### src/rtl/core/cascaded_biquad_bandpass_macros.svh
// Assertion helpers used by the filter's controller RTL.
`ifndef CASCADED_BIQUAD_BANDPASS_MACROS_SVH
`define CASCADED_BIQUAD_BANDPASS_MACROS_SVH

// Property that must hold in the same cycle as its trigger.
`define CBB_ASSERT_SAME(label, clk, rst, trig, cond, msg) \
   label: assert property (@(posedge clk) disable iff (rst) (trig) |-> (cond)) \
      else $error(msg);

// Property that must hold in the cycle after its trigger.
`define CBB_ASSERT_NEXT(label, clk, rst, trig, cond, msg) \
   label: assert property (@(posedge clk) disable iff (rst) (trig) |=> (cond)) \
      else $error(msg);

`endif

### src/rtl/core/cbb_pkg.sv
`timescale 1ns / 1ps

package cbb_pkg;

   localparam int SampleWidth   = 32;
   localparam int CoefWidth     = 32;
   localparam int AccWidth      = 64;
   localparam int CoefFracBits  = 30;
   localparam int TapCount      = 3;
   localparam int RegIndexWidth = 3;
   localparam int TermWidth     = 4;

   // Configuration register indexes.
   localparam logic [RegIndexWidth-1:0] RegCoefA0 = 3'd0;
   localparam logic [RegIndexWidth-1:0] RegCoefA1 = 3'd1;
   localparam logic [RegIndexWidth-1:0] RegCoefA2 = 3'd2;
   localparam logic [RegIndexWidth-1:0] RegCoefB1 = 3'd3;
   localparam logic [RegIndexWidth-1:0] RegCoefB2 = 3'd4;

   // Product terms, numbered in the order the controller issues them.
   // Section two takes its current-input term last, once section one is done.
   localparam logic [TermWidth-1:0] TermA0X   = 4'd0;
   localparam logic [TermWidth-1:0] TermA1X1  = 4'd1;
   localparam logic [TermWidth-1:0] TermA2X2  = 4'd2;
   localparam logic [TermWidth-1:0] TermB1Y11 = 4'd3;
   localparam logic [TermWidth-1:0] TermB2Y12 = 4'd4;
   localparam logic [TermWidth-1:0] TermA1Y11 = 4'd5;
   localparam logic [TermWidth-1:0] TermA2Y12 = 4'd6;
   localparam logic [TermWidth-1:0] TermB1Y21 = 4'd7;
   localparam logic [TermWidth-1:0] TermB2Y22 = 4'd8;
   localparam logic [TermWidth-1:0] TermA0Y1  = 4'd9;

   localparam logic [SampleWidth-1:0] SatMax = {1'b0, {(SampleWidth-1){1'b1}}};
   localparam logic [SampleWidth-1:0] SatMin = {1'b1, {(SampleWidth-1){1'b0}}};

   typedef struct packed {
      logic                 sample_load;  // capture the request sample
      logic [TermWidth-1:0] term;         // operands for the multiplier
      logic                 acc_load;     // accumulator takes the product
      logic                 acc_add;      // accumulator adds the product
      logic                 y1_latch;     // section one result is complete
      logic                 finish;       // load output, advance histories
   } cbb_cmd_type;

endpackage

### src/rtl/core/cascaded_biquad_bandpass.sv
// A request is accepted only while the controller is idle, so the next one is taken
// once the previous one has finished; the single shared 32x32 multiply-accumulate
// unit computes all ten products in turn.
// The response waits in an output register while the next request is taken.
// Reset (synchronous, active high) clears coefficients, histories and valids.
`timescale 1ns / 1ps

module cascaded_biquad_bandpass (
   input  logic                                   clock,
   input  logic                                   reset,
   input  logic                                   req_valid,
   output logic                                   req_ready,
   input  logic signed [cbb_pkg::SampleWidth-1:0] req_sample_in,
   output logic                                   rsp_valid,
   input  logic                                   rsp_ready,
   output logic signed [cbb_pkg::SampleWidth-1:0] rsp_sample_out,
   input  logic                                   csr_wr_en,
   input  logic [cbb_pkg::RegIndexWidth-1:0]      csr_index,
   input  logic [cbb_pkg::CoefWidth-1:0]          csr_wdata
);

   cbb_pkg::cbb_cmd_type cmd;

   cbb_ctrl u_ctrl (
      .clock     (clock),
      .reset     (reset),
      .req_valid (req_valid),
      .req_ready (req_ready),
      .rsp_valid (rsp_valid),
      .rsp_ready (rsp_ready),
      .cmd       (cmd)
   );

   cbb_datapath u_datapath (
      .clock          (clock),
      .reset          (reset),
      .csr_wr_en      (csr_wr_en),
      .csr_index      (csr_index),
      .csr_wdata      (csr_wdata),
      .cmd            (cmd),
      .req_sample_in  (req_sample_in),
      .rsp_sample_out (rsp_sample_out)
   );

endmodule

### src/rtl/core/cbb_ctrl.sv
`timescale 1ns / 1ps
`include "cascaded_biquad_bandpass_macros.svh"

module cbb_ctrl (
   input  logic                clock,
   input  logic                reset,
   input  logic                req_valid,
   output logic                req_ready,
   output logic                rsp_valid,
   input  logic                rsp_ready,
   output cbb_pkg::cbb_cmd_type cmd
);

   localparam logic StIdle = 1'b0;
   localparam logic StRun  = 1'b1;

   localparam logic [3:0] StepAccLoad1 = 4'd1;
   localparam logic [3:0] StepAccLoad2 = 4'd6;
   localparam logic [3:0] StepLastMul  = 4'd9;
   localparam logic [3:0] StepLastAcc  = 4'd10;
   localparam logic [3:0] StepFinish   = 4'd11;

   logic       state_ff, state_in;
   logic [3:0] step_ff, step_in;
   logic       rsp_valid_ff, rsp_valid_in;
   logic       accept;
   logic       slot_free;

   assign req_ready = (state_ff == StIdle);
   assign rsp_valid = rsp_valid_ff;
   assign accept    = req_valid && req_ready;
   assign slot_free = !rsp_valid_ff || rsp_ready;

   always_comb begin
      cmd             = '0;
      cmd.sample_load = accept;
      // The step number doubles as the term code while products are issued.
      cmd.term        = (step_ff <= StepLastMul) ? step_ff[cbb_pkg::TermWidth-1:0]
                                                 : cbb_pkg::TermA0X;
      if (state_ff == StRun) begin
         cmd.acc_load = (step_ff == StepAccLoad1) || (step_ff == StepAccLoad2);
         cmd.acc_add  = (step_ff > StepAccLoad1) && (step_ff <= StepLastAcc) &&
                        (step_ff != StepAccLoad2);
         cmd.y1_latch = (step_ff == StepAccLoad2);
         cmd.finish   = (step_ff == StepFinish) && slot_free;
      end
   end

   always_comb begin
      state_in = state_ff;
      step_in  = step_ff;
      case (state_ff)
         StIdle: begin
            if (accept) begin
               state_in = StRun;
               step_in  = '0;
            end
         end
         StRun: begin
            if (step_ff != StepFinish) begin
               step_in = step_ff + 4'd1;
            end else if (slot_free) begin
               state_in = StIdle;
            end
         end
         default: state_in = StIdle;
      endcase
   end

   always_comb begin
      rsp_valid_in = rsp_valid_ff;
      if (cmd.finish) begin
         rsp_valid_in = 1'b1;
      end else if (rsp_valid_ff && rsp_ready) begin
         rsp_valid_in = 1'b0;
      end
   end

   always_ff @(posedge clock) begin
      if (reset) begin
         state_ff     <= StIdle;
         step_ff      <= '0;
         rsp_valid_ff <= 1'b0;
      end else begin
         state_ff     <= state_in;
         step_ff      <= step_in;
         rsp_valid_ff <= rsp_valid_in;
      end
   end

   `CBB_ASSERT_SAME(a_finish_slot, clock, reset, cmd.finish, (!rsp_valid_ff || rsp_ready), "result overwrites an untaken response")
   `CBB_ASSERT_NEXT(a_accept_starts, clock, reset, accept, (state_ff == StRun && step_ff == 4'd0), "accepted request did not start the schedule")
   `CBB_ASSERT_NEXT(a_finish_valid, clock, reset, cmd.finish, (rsp_valid_ff && state_ff == StIdle), "finished request left no response")

endmodule

### src/rtl/core/cbb_datapath.sv
`timescale 1ns / 1ps

module cbb_datapath (
   input  logic                                      clock,
   input  logic                                      reset,
   input  logic                                      csr_wr_en,
   input  logic [cbb_pkg::RegIndexWidth-1:0]         csr_index,
   input  logic [cbb_pkg::CoefWidth-1:0]             csr_wdata,
   input  cbb_pkg::cbb_cmd_type                      cmd,
   input  logic signed [cbb_pkg::SampleWidth-1:0]    req_sample_in,
   output logic signed [cbb_pkg::SampleWidth-1:0]    rsp_sample_out
);

   localparam int SW = cbb_pkg::SampleWidth;
   localparam int CW = cbb_pkg::CoefWidth;
   localparam int AW = cbb_pkg::AccWidth;

   logic signed [CW-1:0] coef_a0_ff, coef_a0_in;
   logic signed [CW-1:0] coef_a1_ff, coef_a1_in;
   logic signed [CW-1:0] coef_a2_ff, coef_a2_in;
   logic signed [CW-1:0] coef_b1_ff, coef_b1_in;
   logic signed [CW-1:0] coef_b2_ff, coef_b2_in;

   logic signed [SW-1:0] x_ff, x_in;
   logic signed [SW-1:0] x1_ff, x1_in, x2_ff, x2_in;
   logic signed [SW-1:0] y11_ff, y11_in, y12_ff, y12_in;
   logic signed [SW-1:0] y21_ff, y21_in, y22_ff, y22_in;
   logic signed [SW-1:0] y1_ff, y1_in;
   logic signed [SW-1:0] out_ff, out_in;

   logic signed [CW-1:0] op_coef;
   logic signed [SW-1:0] op_data;
   logic signed [AW-1:0] prod_ff, prod_in;
   logic signed [AW-1:0] acc_ff, acc_in;
   logic signed [AW-1:0] acc_shift;
   logic [AW-SW:0]       acc_upper;
   logic [SW-1:0]        sat_value;

   always_comb begin
      coef_a0_in = coef_a0_ff;
      coef_a1_in = coef_a1_ff;
      coef_a2_in = coef_a2_ff;
      coef_b1_in = coef_b1_ff;
      coef_b2_in = coef_b2_ff;
      if (csr_wr_en) begin
         case (csr_index)
            cbb_pkg::RegCoefA0: coef_a0_in = csr_wdata;
            cbb_pkg::RegCoefA1: coef_a1_in = csr_wdata;
            cbb_pkg::RegCoefA2: coef_a2_in = csr_wdata;
            cbb_pkg::RegCoefB1: coef_b1_in = csr_wdata;
            cbb_pkg::RegCoefB2: coef_b2_in = csr_wdata;
            default: ;
         endcase
      end
   end

   always_comb begin
      case (cmd.term)
         cbb_pkg::TermA0X:   begin op_coef = coef_a0_ff; op_data = x_ff;   end
         cbb_pkg::TermA1X1:  begin op_coef = coef_a1_ff; op_data = x1_ff;  end
         cbb_pkg::TermA2X2:  begin op_coef = coef_a2_ff; op_data = x2_ff;  end
         cbb_pkg::TermB1Y11: begin op_coef = coef_b1_ff; op_data = y11_ff; end
         cbb_pkg::TermB2Y12: begin op_coef = coef_b2_ff; op_data = y12_ff; end
         cbb_pkg::TermA1Y11: begin op_coef = coef_a1_ff; op_data = y11_ff; end
         cbb_pkg::TermA2Y12: begin op_coef = coef_a2_ff; op_data = y12_ff; end
         cbb_pkg::TermB1Y21: begin op_coef = coef_b1_ff; op_data = y21_ff; end
         cbb_pkg::TermB2Y22: begin op_coef = coef_b2_ff; op_data = y22_ff; end
         cbb_pkg::TermA0Y1:  begin op_coef = coef_a0_ff; op_data = y1_ff;  end
         default:            begin op_coef = coef_a0_ff; op_data = x_ff;   end
      endcase
   end

   assign prod_in = AW'(op_coef) * AW'(op_data);

   always_comb begin
      acc_in = acc_ff;
      if (cmd.acc_load) begin
         acc_in = prod_ff;
      end else if (cmd.acc_add) begin
         acc_in = acc_ff + prod_ff;
      end
   end

   // The accumulator wraps; the shifted sum saturates when its upper bits
   // are not all copies of the result's sign bit.
   assign acc_shift = acc_ff >>> cbb_pkg::CoefFracBits;
   assign acc_upper = acc_shift[AW-1:SW-1];
   assign sat_value = ((&acc_upper) || !(|acc_upper)) ? acc_shift[SW-1:0] :
                      (acc_shift[AW-1] ? cbb_pkg::SatMin : cbb_pkg::SatMax);

   always_comb begin
      x_in   = cmd.sample_load ? req_sample_in : x_ff;
      y1_in  = cmd.y1_latch ? signed'(sat_value) : y1_ff;
      out_in = out_ff;
      x1_in  = x1_ff;
      x2_in  = x2_ff;
      y11_in = y11_ff;
      y12_in = y12_ff;
      y21_in = y21_ff;
      y22_in = y22_ff;
      if (cmd.finish) begin
         out_in = signed'(sat_value);
         x1_in  = x_ff;
         x2_in  = x1_ff;
         y11_in = y1_ff;
         y12_in = y11_ff;
         y21_in = signed'(sat_value);
         y22_in = y21_ff;
      end
   end

   always_ff @(posedge clock) begin
      if (reset) begin
         coef_a0_ff <= '0;
         coef_a1_ff <= '0;
         coef_a2_ff <= '0;
         coef_b1_ff <= '0;
         coef_b2_ff <= '0;
         x1_ff      <= '0;
         x2_ff      <= '0;
         y11_ff     <= '0;
         y12_ff     <= '0;
         y21_ff     <= '0;
         y22_ff     <= '0;
      end else begin
         coef_a0_ff <= coef_a0_in;
         coef_a1_ff <= coef_a1_in;
         coef_a2_ff <= coef_a2_in;
         coef_b1_ff <= coef_b1_in;
         coef_b2_ff <= coef_b2_in;
         x1_ff      <= x1_in;
         x2_ff      <= x2_in;
         y11_ff     <= y11_in;
         y12_ff     <= y12_in;
         y21_ff     <= y21_in;
         y22_ff     <= y22_in;
      end
   end

   always_ff @(posedge clock) begin
      x_ff    <= x_in;
      y1_ff   <= y1_in;
      out_ff  <= out_in;
      prod_ff <= prod_in;
      acc_ff  <= acc_in;
   end

   assign rsp_sample_out = out_ff;

endmodule
### config.mk
export PLATFORM = sky130hd
export DESIGN_NAME = cascaded_biquad_bandpass
export DESIGN_NICKNAME = d
export VERILOG_FILES = /design/src/rtl/core/cbb_pkg.sv /design/src/rtl/core/cascaded_biquad_bandpass.sv /design/src/rtl/core/cbb_ctrl.sv /design/src/rtl/core/cbb_datapath.sv
export VERILOG_INCLUDE_DIRS = /design/src /design/src/rtl/core
export SDC_FILE = /design/constraint.sdc
export NUM_CORES = 2
export LEC_CHECK = 0
export BUFFER_PORTS_ARGS = -buffer_cell sky130_fd_sc_hd__buf_2
export CORE_ASPECT_RATIO = 0.8
export CORE_UTILIZATION = 40
export DETAILED_ROUTE_END_ITERATION = 8
export GPL_ROUTABILITY_DRIVEN = 0
export SLEW_MARGIN = 20
export SYNTH_ARGS = -nofsm -noshare
export SYNTH_HDL_FRONTEND = slang
export SYNTH_SLANG_ARGS = --single-unit
### constraint.sdc
create_clock -name clock -period 9.6 [get_ports clock]
set_clock_uncertainty 0.15 [all_clocks]
set_input_delay 0.96 -clock clock [delete_from_list [all_inputs] [get_ports clock]]
set_output_delay 0.96 -clock clock [all_outputs]
set_load 0.03 [all_outputs]
=== After elaboration in Yosys (flattened, before gate mapping) ===
Cells that the tools add are included.

* Register bits: 582
* Latch bits: 0
* Bits in writable memories: 0
* ROM bits: 0
* Bits of input ports: 72
* Output and inout bits: 34
* Word-level logic and storage cells: 90
* Memories: 0

* $add $sub $neg: 2
* Multiply operators: 1
* Div/mod/pow operators: 0
* Order comparisons: 3
* Equal/unequal tests: 20
* Shift-type cells: 0
* Mux-type cells: 17
* Bitwise operators: 1
* Reduce and logical (&&, ||, !) cells: 27

{| class="wikitable"
|+ Operators with widths
! cell !! number
|-
| $pmux W32 S7 || 1
|-
| $mux W64 || 2
|-
| $pmux W32 S4 || 1
|-
| $add A64 B64 Y64 || 1
|-
| $mul A32 B32 Y64 || 1
|-
| $mux W32 || 2
|-
| $eq A4 B3 Y1 const B || 5
|-
| $mux W4 || 4
|-
| $eq A4 B4 Y1 const B || 3
|-
| $reduce_and A2 Y1 || 6
|-
| $reduce_or A2 Y1 || 6
|-
| $eq A4 B1 Y1 const B || 2
|-
| $eq A4 B2 Y1 const B || 2
|-
| $le A4 B4 Y1 const B || 2
|-
| $pmux W4 S2 || 1
|-
| $eq A3 B2 Y1 const B || 2
|-
| $logic_and A1 B1 Y1 || 5
|-
| $mux W1 || 5
|-
| $add A4 B1 Y4 const B || 1
|-
| $gt A4 B1 Y1 const B || 1
|-
| $ne A2 B2 Y1 const B || 2
|-
| $ne A4 B3 Y1 const B || 1
|-
| $ne A4 B4 Y1 const B || 1
|-
| $reduce_bool A2 Y1 || 2
|-
| other kinds (9) || 12
|}

=== Logic depth before layout (Yosys ltp) ===
* Word-level depth: 6
* Gate-level depth with buffers: 41
* Depth with buffers taken out: 35

=== Hierarchy ===
Synthesis repeated with hierarchy kept, for this count alone.

* Cell total of the unflattened synthesis: 6739
* Area total of the unflattened synthesis: 61951.9 um^2

{| class="wikitable"
|+ By module, submodules not included
! module !! instances !! cells each !! area an instance (um^2)
|-
| cbb_datapath || 1 || 6682 || 61486.5
|-
| cbb_ctrl || 1 || 57 || 465.4
|}

=== Worst setup path after synthesis ===
No wires, ideal clock.

* Path type: flip-flop to flip-flop
* From: register u_ctrl.step_ff[1]
* To: register u_datapath.prod_ff[62]
* Setup time: 72 ps
* Arrival time: 9578 ps
* Path slack: -200 ps
* Cell stages (with the launch flop): 38
* Buffers on the path: 4
* Clock period less this slack: 9800 ps
* Path through: dfxtp_1 buf_2 clkinv_1 clkbuf_1 ha_1 o21ai_1 mux2_2 nor3_4 nor2_1 buf_2 a221oi_1 buf_2 nor2_1 fa_1 fa_1 inv_1 fa_1 inv_1 [2 not listed] fa_1 inv_1 fa_1 inv_1 fa_1 inv_1 fa_1 ha_1 a21o_1 a21o_1 a21oi_1 o21bai_1 a21oi_1 nor2_1 a211oi_1 nand2_1 o21ai_0 xnor2_1

* Longest elaborated chain between the ends: 6

{| class="wikitable"
|+ RTL lines
! element !! line !! source
|-
| start, declared || cbb_ctrl.sv:24 || <nowiki>logic [3:0] step_ff, step_in;</nowiki>
|-
| start signal, assigned || cbb_ctrl.sv:86 || <nowiki>step_ff <= step_in;</nowiki>
|-
| $le A4 B4 Y1 || cbb_ctrl.sv:38 || <nowiki>cmd.term = (step_ff <= StepLastMul) ? step_ff[cbb_pkg::TermWidth-1:0]</nowiki>
|-
| $mux W4 * || cbb_ctrl.sv:38 ||
|-
| $eq A4 B3 Y1, or another cell as far along || cbb_datapath.sv:58 || <nowiki>case (cmd.term)</nowiki>
|-
| $reduce_or A2 Y1 (no line) || -- ||
|-
| $pmux W32 S7 or $pmux W32 S4 (tied branches) || cbb_datapath.sv:58 ||
|-
| $mul A32 B32 Y64 * || cbb_datapath.sv:73 || <nowiki>assign prod_in = AW'(op_coef) * AW'(op_data);</nowiki>
|-
| via u_datapath.prod_in[62] || cbb_datapath.sv:33 || <nowiki>logic signed [AW-1:0] prod_ff, prod_in;</nowiki>
|-
| end signal, assigned || cbb_datapath.sv:144 || <nowiki>prod_ff <= prod_in;</nowiki>
|-
| end, declared || cbb_datapath.sv:33 ||
|}

Mark *: on every way through the listed nets, which the timed path passes. The rest lies on a longest branch.
A chain may end at the register's enable or synchronous reset.

=== Worst setup path after layout ===
* From: register u_ctrl.step_ff[0]
* To: register u_datapath.prod_ff[51]

Same word-level chain as after synthesis.

==> flow_summary.ini <==
[status]
outcome = finished, final reports clean

[floorplan]
core_sq_um = 152000
die-area_sq_um = 155000
die_y_um = 353
die_w_um = 440
initial_core_util_pct = 40.4
ios = 106
num_rows = 128

[routing]
route.detailed.drc = 0
dr.first_iter.drc_count = 5729
ant_nets = 0
wl_per_cell_um = 22.7
vias = 49900
dr.pass1.iters = 9
routed_wl_mm = 207
viasPerCell = 5.46

[synth]
synth_commonest_cells = nand2_1 (1277), fa_1 (1083), inv_1 (1075), nor2_1 (670), a21oi_1 (571)
ys_types = 86
yosys.area.top_type = fa_1
synth_area_leaders = fa_1 (35%), dfxtp_1 (14%), edfxtp_1 (7.8%)
netlist_instances = 6895
synth_top_area_share_pct = 35.3
ys.flop_type = dfxtp_1
synth-edff-count = 160
yosysSeqAreaShare_pct = 21.6
syn_area_per_cell_sq_um = 8.92
syn_area_sq_um = 61500
synth.most_common_cell = nand2_1
synth_nets = 8301
yosysWarnings = 0
ys_ff_latch = 582
async_flop_share_pct = 0

[grt]
grt_pass1_vias = 49400
grt_start_max_net_pins = 164
grt_overflow = 0
antenna_found_initial = 12
globalRouteTotalUtil_pct = 26.3
grt_pass1_wl_mm = 308

[finish]
area_delta_synth_final_pct = 13.5
final_cell_count_no_fill = 9126
drive_gt1_share_pct = 11.2
fin_util_pct = 45.8
fin_nets = 8463
multi_input_area_sq_um = 43200
regArea_sq_um = 13300
top_regs = u_datapath.acc_ff (64), u_datapath.prod_ff (64)
fillerInstances = 14500

[critical_path]
slowest_stage = fa_1
slowest_delay_ns = 0.58
cp_data_arrival_time_ns = 9.74
crit_required_ns = 10.00
startpoint_type = flip-flop
worstPathMaxFanout = 8
crit_top_cell = fa_1
cp-end-kind = flip-flop
ff2ff_setup_slack_ns = 0.26
crit_type = reg2reg
reg2reg_depth = 37

[power]
power_density_nw_per_um2 = 148
ir_drop_mv = 0.127
p_leak_nw = 30.8

[min_path]
hold_class = reg2reg
hold_path_depth = 2

[timing]
worst_pin_slew_ns = 1.13
min_period_ns = 9.34
setup_viol_count_final = 0
slew_headroom_pct = 24.0
max_freq_mhz = 107
post-route-period-util_pct = 97.2
drv_slew = 0
finalHoldViolCount = 0

[cts]
root_buffer = clkbuf_16
cts_buffers = 57
cts_sinks = 582
path_clk_slew_ns = 0.07
clockBufferDepth = 3
htree_levels = 2
cts_tree = built
clkLatencyLatePin_ns = 0.67

[job]
drv_cap = 0

[placement]
io_buffers = 105
dp_hpwl_mm = 165
placedCellCount = 8975
-- repair_timing --
action / CTS / global route
endpoints found under the hold margin: 0 / 0
buffers inserted: 1 / 32
hold buffers: 0 / 0
gates resized for setup: 2 / 91
setup endpoints to repair: 5 / 19
gates cloned: 0 / 5
pin swaps: 1 / 20
-- metrics by stage --
step / setup WS (ns) / instance area [sq um] / TNS [ns] / hold WS, ns / total power, mW
2_1_floorplan: 0.0207 / 61500 / 0 / 0.283 / 6.00
3_3_place_gp: -0.0488 / 67100 / -0.0488 / 0.288 / 7.81
3_5_place_dp: -0.0124 / 67100 / -0.0177 / 0.293 / 7.88
4_1_cts: 0.0375 / 69000 / 0 / 0.300 / 10.2
5_1_grt: -0.0331 / 69700 / -0.0842 / 0.304 / 10.9
6_report: 0.264 / 69700 / 0 / 0.303 / 10.3
-- cells in the final DEF, fill, tap and decap left out, types with 28 or more instances in the layout --
master,n
a21o_1,75
a21oi_1,563
a22oi_1,75
buf_12,88
buf_2,104
buf_4,296
clkbuf_16,63
dfxtp_1,418
edfxtp_1,160
fa_1,1067
ha_1,247
inv_1,1073
mux2_2,35
mux2i_1,31
nand2_1,1270
nand2b_1,36
nand3_1,71
nand4_1,31
nor2_1,663
o21a_1,47
o21ai_0,70
o21bai_1,28
xnor2_1,83
xor2_1,45
-- routing by layer --
layer	vias up	part of all wire (%)	global-route usage [%]
met3	326	13	9.46
met5	-	0.047	0
li1	21900	-	-
met2	2416	41	36.6
met4	12	2.6	6.10
met1	25200	43	38.5
-- power by group --
group | total (mW) | internal [mW] | leakage, nW | switching [mW]
clock | 2.28 | 1.25 | 0.890 | 1.03
sequential | 2.96 | 2.82 | 4.89 | 0.146
combinational | 5.09 | 2.00 | 25.1 | 3.09
-- critical path: cells and delay by family, from the launching register on --
kind,cells,cell delay [ns]
simple gates,5,0.90
buf+inv,11,1.36
xor+xnor,1,0.16
flops,1,0.36
mux,1,0.30
compound gates,9,1.64
fa+ha+maj,10,4.34
-- area by class of cell --
cell class	count	area share, %
Multi-Input combinational cell	4830	62.0
Inverter	1078	5.82
Sequential cell	582	19.0
Clock inverter	24	0.289
Tap cell	2015	3.61
Clock buffer	81	2.36
Timing Repair Buffer	508	6.89
Antenna cell	8	0.0287
-- final timing paths --
check / start / end
max: u_ctrl.step_ff[0] / u_datapath.prod_ff[51]
min reg2reg: u_datapath.coef_a2_ff[23] / u_datapath.coef_a2_ff[23]
max reg2reg: u_ctrl.step_ff[0] / u_datapath.prod_ff[51]
min: u_datapath.coef_a2_ff[23] / u_datapath.coef_a2_ff[23]
-- cell families after synthesis --
kind of cell	share of synthesized area, %
compound gates	11.4
xor+xnor	1.82
fa+ha+maj	40.4
buf+inv	9.16
flops	21.6
mux	1.15
simple gates	14.5
Note: power is estimated with default switching activity, not from simulation.
